## src/hdl/ffcc_pkg.sv

```systemverilog
// ffcc_pkg: shared types and constants for the fixed frame checksum checker
// no dependencies

package ffcc_pkg;

  localparam int unsigned CNT_W    = 32;
  localparam int unsigned POS_W    = 5;
  localparam int unsigned NCHK     = 4;

  typedef logic [7:0]       byte_t;
  typedef logic [CNT_W-1:0] cnt_t;
  typedef logic [POS_W-1:0] pos_t;
  typedef logic [2:0]       ekind_t;

  localparam pos_t  FRAME_LEN   = 5'd19;
  localparam pos_t  COUNTER_POS = 5'd17;
  localparam pos_t  CHECK_POS   = 5'd18;
  localparam pos_t  POS_MAX     = 5'd31;
  localparam byte_t HEAD0       = 8'hEB;
  localparam byte_t HEAD1       = 8'h90;
  localparam logic [8:0] SUM_MOD = 9'd255;
  localparam cnt_t  CNT_MAX     = {CNT_W{1'b1}};

  // check indexes
  localparam logic [1:0] CHK_LEN  = 2'd0;
  localparam logic [1:0] CHK_CNT  = 2'd1;
  localparam logic [1:0] CHK_HEAD = 2'd2;
  localparam logic [1:0] CHK_SUM  = 2'd3;

  // reported error kinds
  localparam ekind_t ERR_NONE = 3'd0;
  localparam ekind_t ERR_LEN  = 3'd1;
  localparam ekind_t ERR_CNT  = 3'd2;
  localparam ekind_t ERR_HEAD = 3'd3;
  localparam ekind_t ERR_SUM  = 3'd4;

endpackage

```

## src/hdl/ffcc_if.sv

```systemverilog
// ffcc_in_if / ffcc_out_if: valid-ready channels of the frame checker
// depends on ffcc_pkg

interface ffcc_in_if;
  import ffcc_pkg::*;
  logic  valid;
  logic  ready;
  byte_t data_byte;
  logic  frame_last;
  modport source(output valid, output data_byte, output frame_last, input ready);
  modport sink(input valid, input data_byte, input frame_last, output ready);
endinterface

interface ffcc_out_if;
  import ffcc_pkg::*;
  logic   valid;
  logic   ready;
  logic   frame_ok;
  ekind_t error_kind;
  cnt_t   consecutive_failures;
  cnt_t   total_failures;
  modport source(output valid, output frame_ok, output error_kind,
                 output consecutive_failures, output total_failures, input ready);
  modport sink(input valid, input frame_ok, input error_kind,
               input consecutive_failures, input total_failures, output ready);
endinterface

```

## src/hdl/fixed_frame_checksum_checker_core.sv

```systemverilog
// fixed_frame_checksum_checker_core: checks 19-byte frames, one verdict per frame
// depends on ffcc_pkg and ffcc_if
// the verdict is valid in the cycle after the last-byte beat is accepted
// throughput: one byte per cycle unless stalled; running sum, per-check counters
//   update in the same cycle the byte is taken, result held in one output register
// reset: rst_n synchronous active low clears frame state, all failure counters,
//   the stored frame counter and the output valid

module fixed_frame_checksum_checker_core (
  input  logic              clk,
  input  logic              rst_n,
  ffcc_in_if.sink           in_bus,
  ffcc_out_if.source        out_bus
);
  import ffcc_pkg::*;

  pos_t  pos_r,  pos_nxt;
  byte_t sum_r,  sum_nxt;
  logic  hdr_r,  hdr_nxt;
  byte_t cap_r,  cap_nxt;
  byte_t prev_r, prev_nxt;
  cnt_t  cons_r [NCHK];
  cnt_t  cons_nxt [NCHK];
  cnt_t  tot_r [NCHK];
  cnt_t  tot_nxt [NCHK];

  logic   out_valid_r;
  logic   ok_r,   ok_nxt;
  ekind_t kind_r, kind_nxt;
  cnt_t   oc_r,   oc_nxt;
  cnt_t   ot_r,   ot_nxt;

  logic       take, fin;
  logic [8:0] sum_wide;
  logic       hdr_cur;
  logic [NCHK-1:0] bad, fail, pass;
  logic [1:0] fidx;
  logic       any_fail;

  assign in_bus.ready = !out_valid_r || out_bus.ready;
  assign take = in_bus.valid && in_bus.ready;
  assign fin  = take && in_bus.frame_last;

  always_comb begin
    hdr_cur = hdr_r;
    if (pos_r == 5'd0 && in_bus.data_byte != HEAD0) hdr_cur = 1'b0;
    if (pos_r == 5'd1 && in_bus.data_byte != HEAD1) hdr_cur = 1'b0;
    sum_wide = {1'b0, sum_r} + {1'b0, in_bus.data_byte};
    if (sum_wide >= SUM_MOD) sum_wide = sum_wide - SUM_MOD;

    bad[CHK_LEN]  = (pos_r != CHECK_POS);
    bad[CHK_CNT]  = (cap_r == prev_r);
    bad[CHK_HEAD] = !hdr_cur;
    bad[CHK_SUM]  = (in_bus.data_byte != sum_r);

    // first failing check wins, later checks count neither as pass nor fail
    fail = '0;
    pass = '0;
    if (bad[CHK_LEN]) begin
      fail[CHK_LEN] = 1'b1;
    end else begin
      pass[CHK_LEN] = 1'b1;
      if (bad[CHK_CNT]) begin
        fail[CHK_CNT] = 1'b1;
      end else begin
        pass[CHK_CNT] = 1'b1;
        if (bad[CHK_HEAD]) begin
          fail[CHK_HEAD] = 1'b1;
        end else begin
          pass[CHK_HEAD] = 1'b1;
          if (bad[CHK_SUM]) fail[CHK_SUM] = 1'b1;
          else              pass[CHK_SUM] = 1'b1;
        end
      end
    end
    any_fail = |fail;
    if (fail[CHK_LEN])       fidx = CHK_LEN;
    else if (fail[CHK_CNT])  fidx = CHK_CNT;
    else if (fail[CHK_HEAD]) fidx = CHK_HEAD;
    else                     fidx = CHK_SUM;
  end

  always_comb begin
    pos_nxt  = pos_r;
    sum_nxt  = sum_r;
    hdr_nxt  = hdr_r;
    cap_nxt  = cap_r;
    prev_nxt = prev_r;
    for (int i = 0; i < NCHK; i++) begin
      cons_nxt[i] = cons_r[i];
      tot_nxt[i]  = tot_r[i];
    end
    if (take) begin
      hdr_nxt = hdr_cur;
      if (pos_r == COUNTER_POS) cap_nxt = in_bus.data_byte;
      if (pos_r < CHECK_POS)    sum_nxt = sum_wide[7:0];
      if (pos_r < POS_MAX)      pos_nxt = pos_r + 5'd1;
      if (in_bus.frame_last) begin
        pos_nxt = '0;
        sum_nxt = '0;
        hdr_nxt = 1'b1;
        if (pass[CHK_CNT]) prev_nxt = cap_r;
        for (int i = 0; i < NCHK; i++) begin
          if (fail[i]) begin
            if (cons_r[i] != CNT_MAX) cons_nxt[i] = cons_r[i] + 1'b1;
            if (tot_r[i] != CNT_MAX)  tot_nxt[i]  = tot_r[i] + 1'b1;
          end else if (pass[i]) begin
            cons_nxt[i] = '0;
          end
        end
      end
    end
  end

  always_comb begin
    ok_nxt   = ok_r;
    kind_nxt = kind_r;
    oc_nxt   = oc_r;
    ot_nxt   = ot_r;
    if (fin) begin
      ok_nxt = !any_fail;
      if (any_fail) begin
        unique case (fidx)
          CHK_LEN:  kind_nxt = ERR_LEN;
          CHK_CNT:  kind_nxt = ERR_CNT;
          CHK_HEAD: kind_nxt = ERR_HEAD;
          CHK_SUM:  kind_nxt = ERR_SUM;
        endcase
        oc_nxt   = cons_nxt[fidx];
        ot_nxt   = tot_nxt[fidx];
      end else begin
        kind_nxt = ERR_NONE;
        oc_nxt   = '0;
        ot_nxt   = '0;
      end
    end
  end

  always_ff @(posedge clk) begin
    if (!rst_n) begin
      pos_r       <= '0;
      sum_r       <= '0;
      hdr_r       <= 1'b1;
      cap_r       <= '0;
      prev_r      <= '0;
      out_valid_r <= 1'b0;
      for (int i = 0; i < NCHK; i++) begin
        cons_r[i] <= '0;
        tot_r[i]  <= '0;
      end
    end else begin
      pos_r  <= pos_nxt;
      sum_r  <= sum_nxt;
      hdr_r  <= hdr_nxt;
      cap_r  <= cap_nxt;
      prev_r <= prev_nxt;
      for (int i = 0; i < NCHK; i++) begin
        cons_r[i] <= cons_nxt[i];
        tot_r[i]  <= tot_nxt[i];
      end
      if (fin)                out_valid_r <= 1'b1;
      else if (out_bus.ready) out_valid_r <= 1'b0;
    end
  end

  // verdict payload
  always_ff @(posedge clk) begin
    ok_r   <= ok_nxt;
    kind_r <= kind_nxt;
    oc_r   <= oc_nxt;
    ot_r   <= ot_nxt;
  end

  assign out_bus.valid                = out_valid_r;
  assign out_bus.frame_ok             = ok_r;
  assign out_bus.error_kind           = kind_r;
  assign out_bus.consecutive_failures = oc_r;
  assign out_bus.total_failures       = ot_r;

endmodule
```

## src/flat_wrapper.sv

```systemverilog
// flat-port wrapper written by rule: the top's interface ports become plain ports
module fixed_frame_checksum_checker_core_flat import ffcc_pkg::*;
  (clk, rst_n, in_bus_valid, in_bus_data_byte, in_bus_frame_last, in_bus_ready, out_bus_valid, out_bus_frame_ok, out_bus_error_kind, out_bus_consecutive_failures, out_bus_total_failures, out_bus_ready);
  ffcc_in_if in_bus_i ();
  ffcc_out_if out_bus_i ();
  input  logic clk;
  input  logic rst_n;
  input wire logic [$bits(in_bus_i.valid)-1:0] in_bus_valid;
  input wire logic [$bits(in_bus_i.data_byte)-1:0] in_bus_data_byte;
  input wire logic [$bits(in_bus_i.frame_last)-1:0] in_bus_frame_last;
  output wire logic [$bits(in_bus_i.ready)-1:0] in_bus_ready;
  output wire logic [$bits(out_bus_i.valid)-1:0] out_bus_valid;
  output wire logic [$bits(out_bus_i.frame_ok)-1:0] out_bus_frame_ok;
  output wire logic [$bits(out_bus_i.error_kind)-1:0] out_bus_error_kind;
  output wire logic [$bits(out_bus_i.consecutive_failures)-1:0] out_bus_consecutive_failures;
  output wire logic [$bits(out_bus_i.total_failures)-1:0] out_bus_total_failures;
  input wire logic [$bits(out_bus_i.ready)-1:0] out_bus_ready;
  assign in_bus_i.valid = in_bus_valid;
  assign in_bus_i.data_byte = in_bus_data_byte;
  assign in_bus_i.frame_last = in_bus_frame_last;
  assign in_bus_ready = in_bus_i.ready;
  assign out_bus_valid = out_bus_i.valid;
  assign out_bus_frame_ok = out_bus_i.frame_ok;
  assign out_bus_error_kind = out_bus_i.error_kind;
  assign out_bus_consecutive_failures = out_bus_i.consecutive_failures;
  assign out_bus_total_failures = out_bus_i.total_failures;
  assign out_bus_i.ready = out_bus_ready;
  fixed_frame_checksum_checker_core u_core (.clk(clk), .rst_n(rst_n), .in_bus(in_bus_i), .out_bus(out_bus_i));
endmodule
```

## config.mk

```make
export PLATFORM = sky130hd
export DESIGN_NAME = fixed_frame_checksum_checker_core_flat
export DESIGN_NICKNAME = d
export VERILOG_FILES = /design/src/hdl/ffcc_pkg.sv /design/src/hdl/ffcc_if.sv /design/src/hdl/fixed_frame_checksum_checker_core.sv /design/src/flat_wrapper.sv
export SDC_FILE = /design/constraint.sdc
export NUM_CORES = 1
export LEC_CHECK = 0
export ABC_AREA = 1
export BUFFER_PORTS_ARGS = -buffer_cell sky130_fd_sc_hd__clkbuf_2
export CAP_MARGIN = 20
export CORE_ASPECT_RATIO = 0.5
export CORE_MARGIN = 2
export CORE_UTILIZATION = 23
export DETAILED_ROUTE_END_ITERATION = 10
export HOLD_SLACK_MARGIN = 0.06
export PLACE_DENSITY_LB_ADDON = 0.15
export SLEW_MARGIN = 30
export SYNTH_ARGS = -nofsm -noshare
export SYNTH_HDL_FRONTEND = slang
export SYNTH_SLANG_ARGS = --single-unit
```

## constraint.sdc

```tcl
create_clock -name clk -period 5.6 [get_ports clk]
set_input_delay 0.84 -clock clk [delete_from_list [all_inputs] [get_ports clk]]
set_output_delay 0.84 -clock clk [all_outputs]
set_load 0.005 [all_outputs]
```

---- Word-level counts from Yosys, hierarchy flattened ----
Memories as Yosys holds them, arrays and structs flattened.
Cells that the tools add are included.
operators by class
  bitwise logic cells ..................... 9
  $mul .................................... 0
  $lt $le $gt $ge ......................... 4
  eq/ne operators ......................... 18
  muxes and demuxes ....................... 65
  add/subtract/negate cells ............... 11
  divide/modulo/power cells ............... 0
  shift-type cells ........................ 0
  reductions and logical operators ........ 17
operator list
  operator                 number
  $mux W32                 32
  $mux W128                4
  $add A32 B1 Y32 const B  8
  $ne A32 B32 Y1 const B   8
  $bmux W32 S2             2
  $mux W8                  3
  $ne A8 B8 Y1 const B     2
  $mux W1                  14
  $pmux W3 S4              1
  $lt A5 B5 Y1 const B     2
  $mux W5                  2
  $add A8 B8 Y9            1
  $ge A9 B8 Y1 const B     1
  $eq A8 B8 Y1             1
  $mux W2                  4
  $ne A8 B8 Y1             1
  $or A1 B1 Y1             8
  $sub A8 B8 Y8 const B    1
  $mux W3                  2
  $reduce_and A2 Y1        3
  $reduce_bool A2 Y1       3
  $add A5 B1 Y5 const B    1
  $eq A5 B1 Y1 const B     1
  $eq A5 B5 Y1 const B     1
  other kinds (13)         18
word-level totals
  bits in writable memories ............... 256
  bits of input ports ..................... 13
  logic and storage cells ................. 136
  memories kept ........................... 2
  bits in latches ......................... 0
  bits in read-only memories .............. 0
  output and inout port bits .............. 70
  flip-flop bits (word level) ............. 99
memory list
  memory         words  width  rd ports  clocked after Yosys merged registers in  write ports  line                                     text
  u_core.cons_r  4      32     4         0                                        4            fixed_frame_checksum_checker_core.sv:22  cnt_t cons_r [NCHK];
  u_core.tot_r   4      32     4         0                                        4            fixed_frame_checksum_checker_core.sv:24  cnt_t tot_r [NCHK];

---- Depth between registers and ports, before layout ----
  depth after elaboration ................. 14
  mapped depth ............................ 18
  mapped depth without buffers ............ 18

---- Worst setup path after synthesis ----
Ideal clock, no wire load.
  path type ............................... input -> register
  from .................................... input port out_bus_ready
  to ...................................... register u_core.oc_r[24], in the netlist u_core.out_bus.consecutive_failures[24], data pin
  cell stages on the path ................. 11
  required time ........................... 5,345 ps
  path slack .............................. 1,217 ps
  arrival ................................. 4,128 ps
  cell sequence ........................... inv_1 -> nand2_1 -> nand2_2 -> nor2_4 -> buf_2 -> buf_1 -> nand3_1 -> nand4_1 -> nand3_1 -> nand2_1 -> nor2_1
on the way
  cells in the longest elaborated chain, start to end .. 6
ends and longest elaborated chain
  item                                          line                                      text
  from (decl)                                   flat_wrapper.sv:17                        input wire logic [$bits(out_bus_i.ready)-1:0] out_bus_ready;
  $logic_or A1 B1 Y1                            fixed_frame_checksum_checker_core.sv:40   assign in_bus.ready = !out_valid_r || out_bus.ready;
  via in_bus_ready                              flat_wrapper.sv:11                        output wire logic [$bits(in_bus_i.ready)-1:0] in_bus_ready;
  $logic_and A1 B1 Y1                           fixed_frame_checksum_checker_core.sv:41   assign take = in_bus.valid && in_bus.ready;
  $mux W128                                     fixed_frame_checksum_checker_core.sv:93   if (take) begin
  $bmux W32 S2                                  fixed_frame_checksum_checker_core.sv:129  oc_nxt = cons_nxt[fidx];
  $mux W32 (not written as such) (2 in series)  fixed_frame_checksum_checker_core.sv:129
  to (signal assigned)                          fixed_frame_checksum_checker_core.sv:170  oc_r <= oc_nxt;
  to (decl)                                     fixed_frame_checksum_checker_core.sv:30   cnt_t oc_r, oc_nxt;
The timed path passes the listed nets, and every way through them passes these cells. The select of a mux whose other input is x is not followed.
A chain may end at the register's enable or synchronous reset.

---- Worst setup path after layout ----
  from .................................... register u_core.pos_r[0]
  to ...................................... register u_core.ot_r[23], in the netlist u_core.out_bus.total_failures[23], data pin
on the way
  cells in the longest elaborated chain, start to end .. 14
  elaborated cells on any way between the ends .. 26
  classes of those cells .................. eq/ne (2); mux (19); bitwise (1); reduce/logical (4)
ends and longest elaborated chain
  item                                          line                                      text
  from (decl)                                   fixed_frame_checksum_checker_core.sv:17   pos_t pos_r, pos_nxt;
  from (signal assigned)                        fixed_frame_checksum_checker_core.sv:152  pos_r <= pos_nxt;
  $logic_not A5 Y1                              fixed_frame_checksum_checker_core.sv:46   if (pos_r == 5'd0 && in_bus.data_byte != HEAD0) hdr_cur = 1'b0;
  $logic_and A1 B1 Y1                           fixed_frame_checksum_checker_core.sv:46
  $mux W1                                       fixed_frame_checksum_checker_core.sv:46
  $mux W1                                       fixed_frame_checksum_checker_core.sv:47   if (pos_r == 5'd1 && in_bus.data_byte != HEAD1) hdr_cur = 1'b0;
  $mux W1                                       fixed_frame_checksum_checker_core.sv:67   if (bad[CHK_HEAD]) begin
  $mux W2                                       fixed_frame_checksum_checker_core.sv:63   if (bad[CHK_CNT]) begin
  $mux W3                                       fixed_frame_checksum_checker_core.sv:59   if (bad[CHK_LEN]) begin
  $mux W1                                       fixed_frame_checksum_checker_core.sv:79   else if (fail[CHK_HEAD]) fidx = CHK_HEAD;
  $mux W2                                       fixed_frame_checksum_checker_core.sv:78   else if (fail[CHK_CNT]) fidx = CHK_CNT;
  $mux W2                                       fixed_frame_checksum_checker_core.sv:77   if (fail[CHK_LEN]) fidx = CHK_LEN;
  $not A2 Y3 (not written as such)              fixed_frame_checksum_checker_core.sv:130  ot_nxt = tot_nxt[fidx];
  $bmux W32 S2                                  fixed_frame_checksum_checker_core.sv:130
  $mux W32 (not written as such) (2 in series)  fixed_frame_checksum_checker_core.sv:130
  to (signal assigned)                          fixed_frame_checksum_checker_core.sv:171  ot_r <= ot_nxt;
  to (decl)                                     fixed_frame_checksum_checker_core.sv:31   cnt_t ot_r, ot_nxt;
Parallel ways exist; a longest one is shown, timed or not. The select of a mux whose other input is x is not followed.

==> metrics <==
Yosys reg bits=between 300 and 400; clock share of power=49.1%; Layout Nets=3511; first-pass GRT wire length=about 140000 um; Max Clk Rate=between 200 and 300 MHz; syn avg cell area=between 6 and 7 um^2; via/cell ratio=4.86; Pwr per Cell Area=230 mW/mm^2; post-synthesis xor/xnor area fraction=roughly 1.7%; clk_lat worst skew=~610 ps; clock tree buffer depth=3; Tmin final=~3600 ps; Placed Area=around 0.024 mm^2; Yosys warnings=0; Sw Ratio=26.2%; DRT Pass-1 Iters=6; simple-gate share of the synthesized area=between 40% and 50%; met2 WL=about 38000 um; final WL=93300 um; initial antenna violation count=2; core area=approximately 0.095 mm^2; Hold WC Path Type=reg2reg; Comb power frac=5.3%; pre-CTS setup slack=between 1500 and 2000 ps; final setup vio count=0; gr ovfl total=0; post-CTS setup buffers=0; Top Metal Used=met5; post-synth top area share=roughly a quarter; Max-Cap Viols=0; total negative slack=0 ps; largest net degree at the start of global routing=~110; Rel. slew slack=between 30 and 40%; Top Family by Delay on Critical Path=simple AND/OR/NAND/NOR gates; final core occ=about a quarter; area grow syn2layout=13.8%; Finished Cell Area=0.0252 mm^2; Num CTS Buffers=41; port bufs=82; vias in the first global route=21200; Critical path buffers and inverters=4; Initial DRC Count=approximately 2200; Synth Area in Adders=1.33%; metal3 WL=~6400 um; Die X=~440 um; Die Area=approximately 0.099 mm^2; area leader, netlist=dfxtp_1; post-route insts no fill=approximately 4800; met1 WL=~46000 um; WHS=472 ps; Post-synth EDFFs=68; fin crit share=64.8%; Worst EP required=between 5000 and 6000 ps; dpl cells=roughly 4700; total track usage=a little under a fifth; worst slew pin tran=907 ps; Worst-path clk slew=about 60 ps; Clock Root Buffer=clkbuf_16; CTS Sinks=~360; Synth Area in Compound Gates=8.40%; share of cells above drive strength 1=8.39%; total count of hold-check failures in the final report=0; cts repair resizes=0; slowest stage delay, CP=between 500 and 600 ps; power share of the sequential group=between 40% and 50%; IO Count=83; synth top area cells=dfxtp_1, nand2_1, nand3_1; Initial Utilization=23.2%; Syn Inst Count=between 3000 and 4000; internal power=4.28 mW; mux cell area share after synthesis=0%; H-Tree Depth=2; PnR Total Power=roughly 5.8 mW; hold_buf cts=0; hpwl dp=69300 um; gpl congestion=between 0.9 and 1; post-synthesis sequential area ratio=around a third; Cell variety after synth=51; Cell Chain, Critical Path=inv_1 > ha_1 > nand3_2 > inv_4 > buf_4 > nand3_2 > nand2_4 > buf_4 > nand3_1 > nand3_1 > a21oi_1; WL/cell=19.5 um; Slew Viols, Final=0; post-route antenna net violation count=0; Pleak=roughly 9.7 nW; Std-Cell Rows=80; RSZ-0062 raised after global routing=false; critical path launch point type=register; Mapped Nets=3481; vias post-DR=23200; sw power=~1.5 mW; Post-synth top flop=dfxtp_1; drt drc=0; Peak VDD IR=0.180 mV; CTS tree=yes; Max FO, Critical Path=41; mapped cell area=about 0.022 mm^2; final setup margin=1970 ps; WS Path Type=reg2reg; main combinational cell family by area after synthesis=simple AND/OR/NAND/NOR gates; CP max stage cell=nand3_2; number of antenna repair diodes=0; Die H=approximately 220 um; data arrival time of the critical path=around 3900 ps; CP endpoint kind=register; FF-to-FF setup slack=a little under 2000 ps; status=finished clean; clk_skew=between 40 and 50 ps; Async SR Flop Fraction=0%
[synth_stat cells, types with 7 or more instances]
| library cell | instances |
|---|---|
| nand2_1 | 896 |
| nand3_1 | 493 |
| nor2_1 | 402 |
| inv_1 | 394 |
| dfxtp_1 | 287 |
| a21oi_1 | 212 |
| nand4_1 | 114 |
| o21ai_0 | 85 |
| nor3_1 | 80 |
| edfxtp_1 | 68 |
| clkbuf_1 | 58 |
| nand3b_1 | 33 |
| buf_2 | 32 |
| nor2_2 | 25 |
| xor2_1 | 25 |
| o21bai_1 | 24 |
| ha_1 | 22 |
| nand2_2 | 20 |
| nor4_1 | 20 |
| inv_2 | 19 |
| buf_1 | 17 |
| xnor2_1 | 15 |
| nor2_4 | 9 |
| or2_2 | 9 |
| buf_6 | 7 |
| o21ai_1 | 7 |
[final cells by class]
| type | instances | area [um^2] |
|---|---|---|
| clock buffers | 56 | 1180 |
| clock inverters | 18 | 178 |
| fillers | 10700 | 70200 |
| inverters | 419 | 1590 |
| multi-input cells | 2551 | 12200 |
| flip-flops and latches | 355 | 7790 |
| well taps | 1271 | 1590 |
| repair buffers | 107 | 648 |
[routing by layer]
| metal | vias to the layer above | global-route usage (%) |
|---|---|---|
| met5 | - | 0 |
| met3 | 111 | 3.20 |
| met1 | 11000 | 27.5 |
| met2 | 747 | 26.7 |
| li1 | 11400 | - |
| met4 | 4 | 4.94 |
[power by group through the flow]
stage               Clock (mW)  Combinational [mW]  Sequential [mW]
CTS                       2.92               0.309             2.65
detailed placement           0               0.307             2.70
finish                    2.85               0.309             2.65
global route              3.01               0.334             2.65
floorplan                    0               0.183             2.70
global placement             0               0.309             2.70
[cells by family after synthesis]
group	Yosys count
simple gates	2138
buf+inv	539
flops	355
compound gates	349
xor+xnor	41
fa+ha+maj	23
[tightest hold or removal path, cell delays in order, from the launching register on]
cell	delay, ps
dfxtp_1	310
inv_1	70
a21oi_1	60
[worst paths after layout]
check                                      start                                 to  depth (start not counted)
worst min register to register  u_core.prev_r[7]                   u_core.prev_r[7]                          2
worst max-delay path             u_core.pos_r[0]  u_core.out_bus.total_failures[23]                         11
worst max register to register   u_core.pos_r[0]  u_core.out_bus.total_failures[23]                         11
worst min-delay path            u_core.prev_r[7]                   u_core.prev_r[7]                          2
[placed cells by master (no fill, tap or decap), types with 7 or more instances in the layout]
cell type	Yosys	final
buf_4	6	21
a21oi_1	212	212
inv_2	19	18
edfxtp_1	68	68
ha_1	22	22
nand3_1	493	493
xor2_1	25	25
clkbuf_2	0	82
clkinv_2	0	9
o21ai_1	7	7
nand4_1	114	114
nand2_4	6	7
o21ai_0	85	85
inv_1	394	393
nor3_1	80	80
nor4_1	20	20
dfxtp_1	287	287
nand2_1	896	895
xnor2_1	15	15
clkbuf_16	0	42
or2_2	9	9
nor2_1	402	401
clkbuf_8	0	8
nor2_2	25	26
nand2_2	20	20
o21bai_1	24	24
nand3b_1	33	33
nor2_4	9	9
[sequential cells by signal (all words and copies together) (netlist names)]
register / flops
u_core.prev_r: 8
u_core.cap_r: 8
u_core.hdr_r: 1
u_core.cons_r: 128
u_core.tot_r: 128
u_core.out_bus.valid: 1
u_core.pos_r: 5
u_core.out_bus.error_kind: 3
u_core.out_bus.frame_ok: 1
u_core.sum_r: 8
u_core.out_bus.consecutive_failures: 32
u_core.out_bus.total_failures: 32
Note: power is estimated with default switching activity, not from simulation.
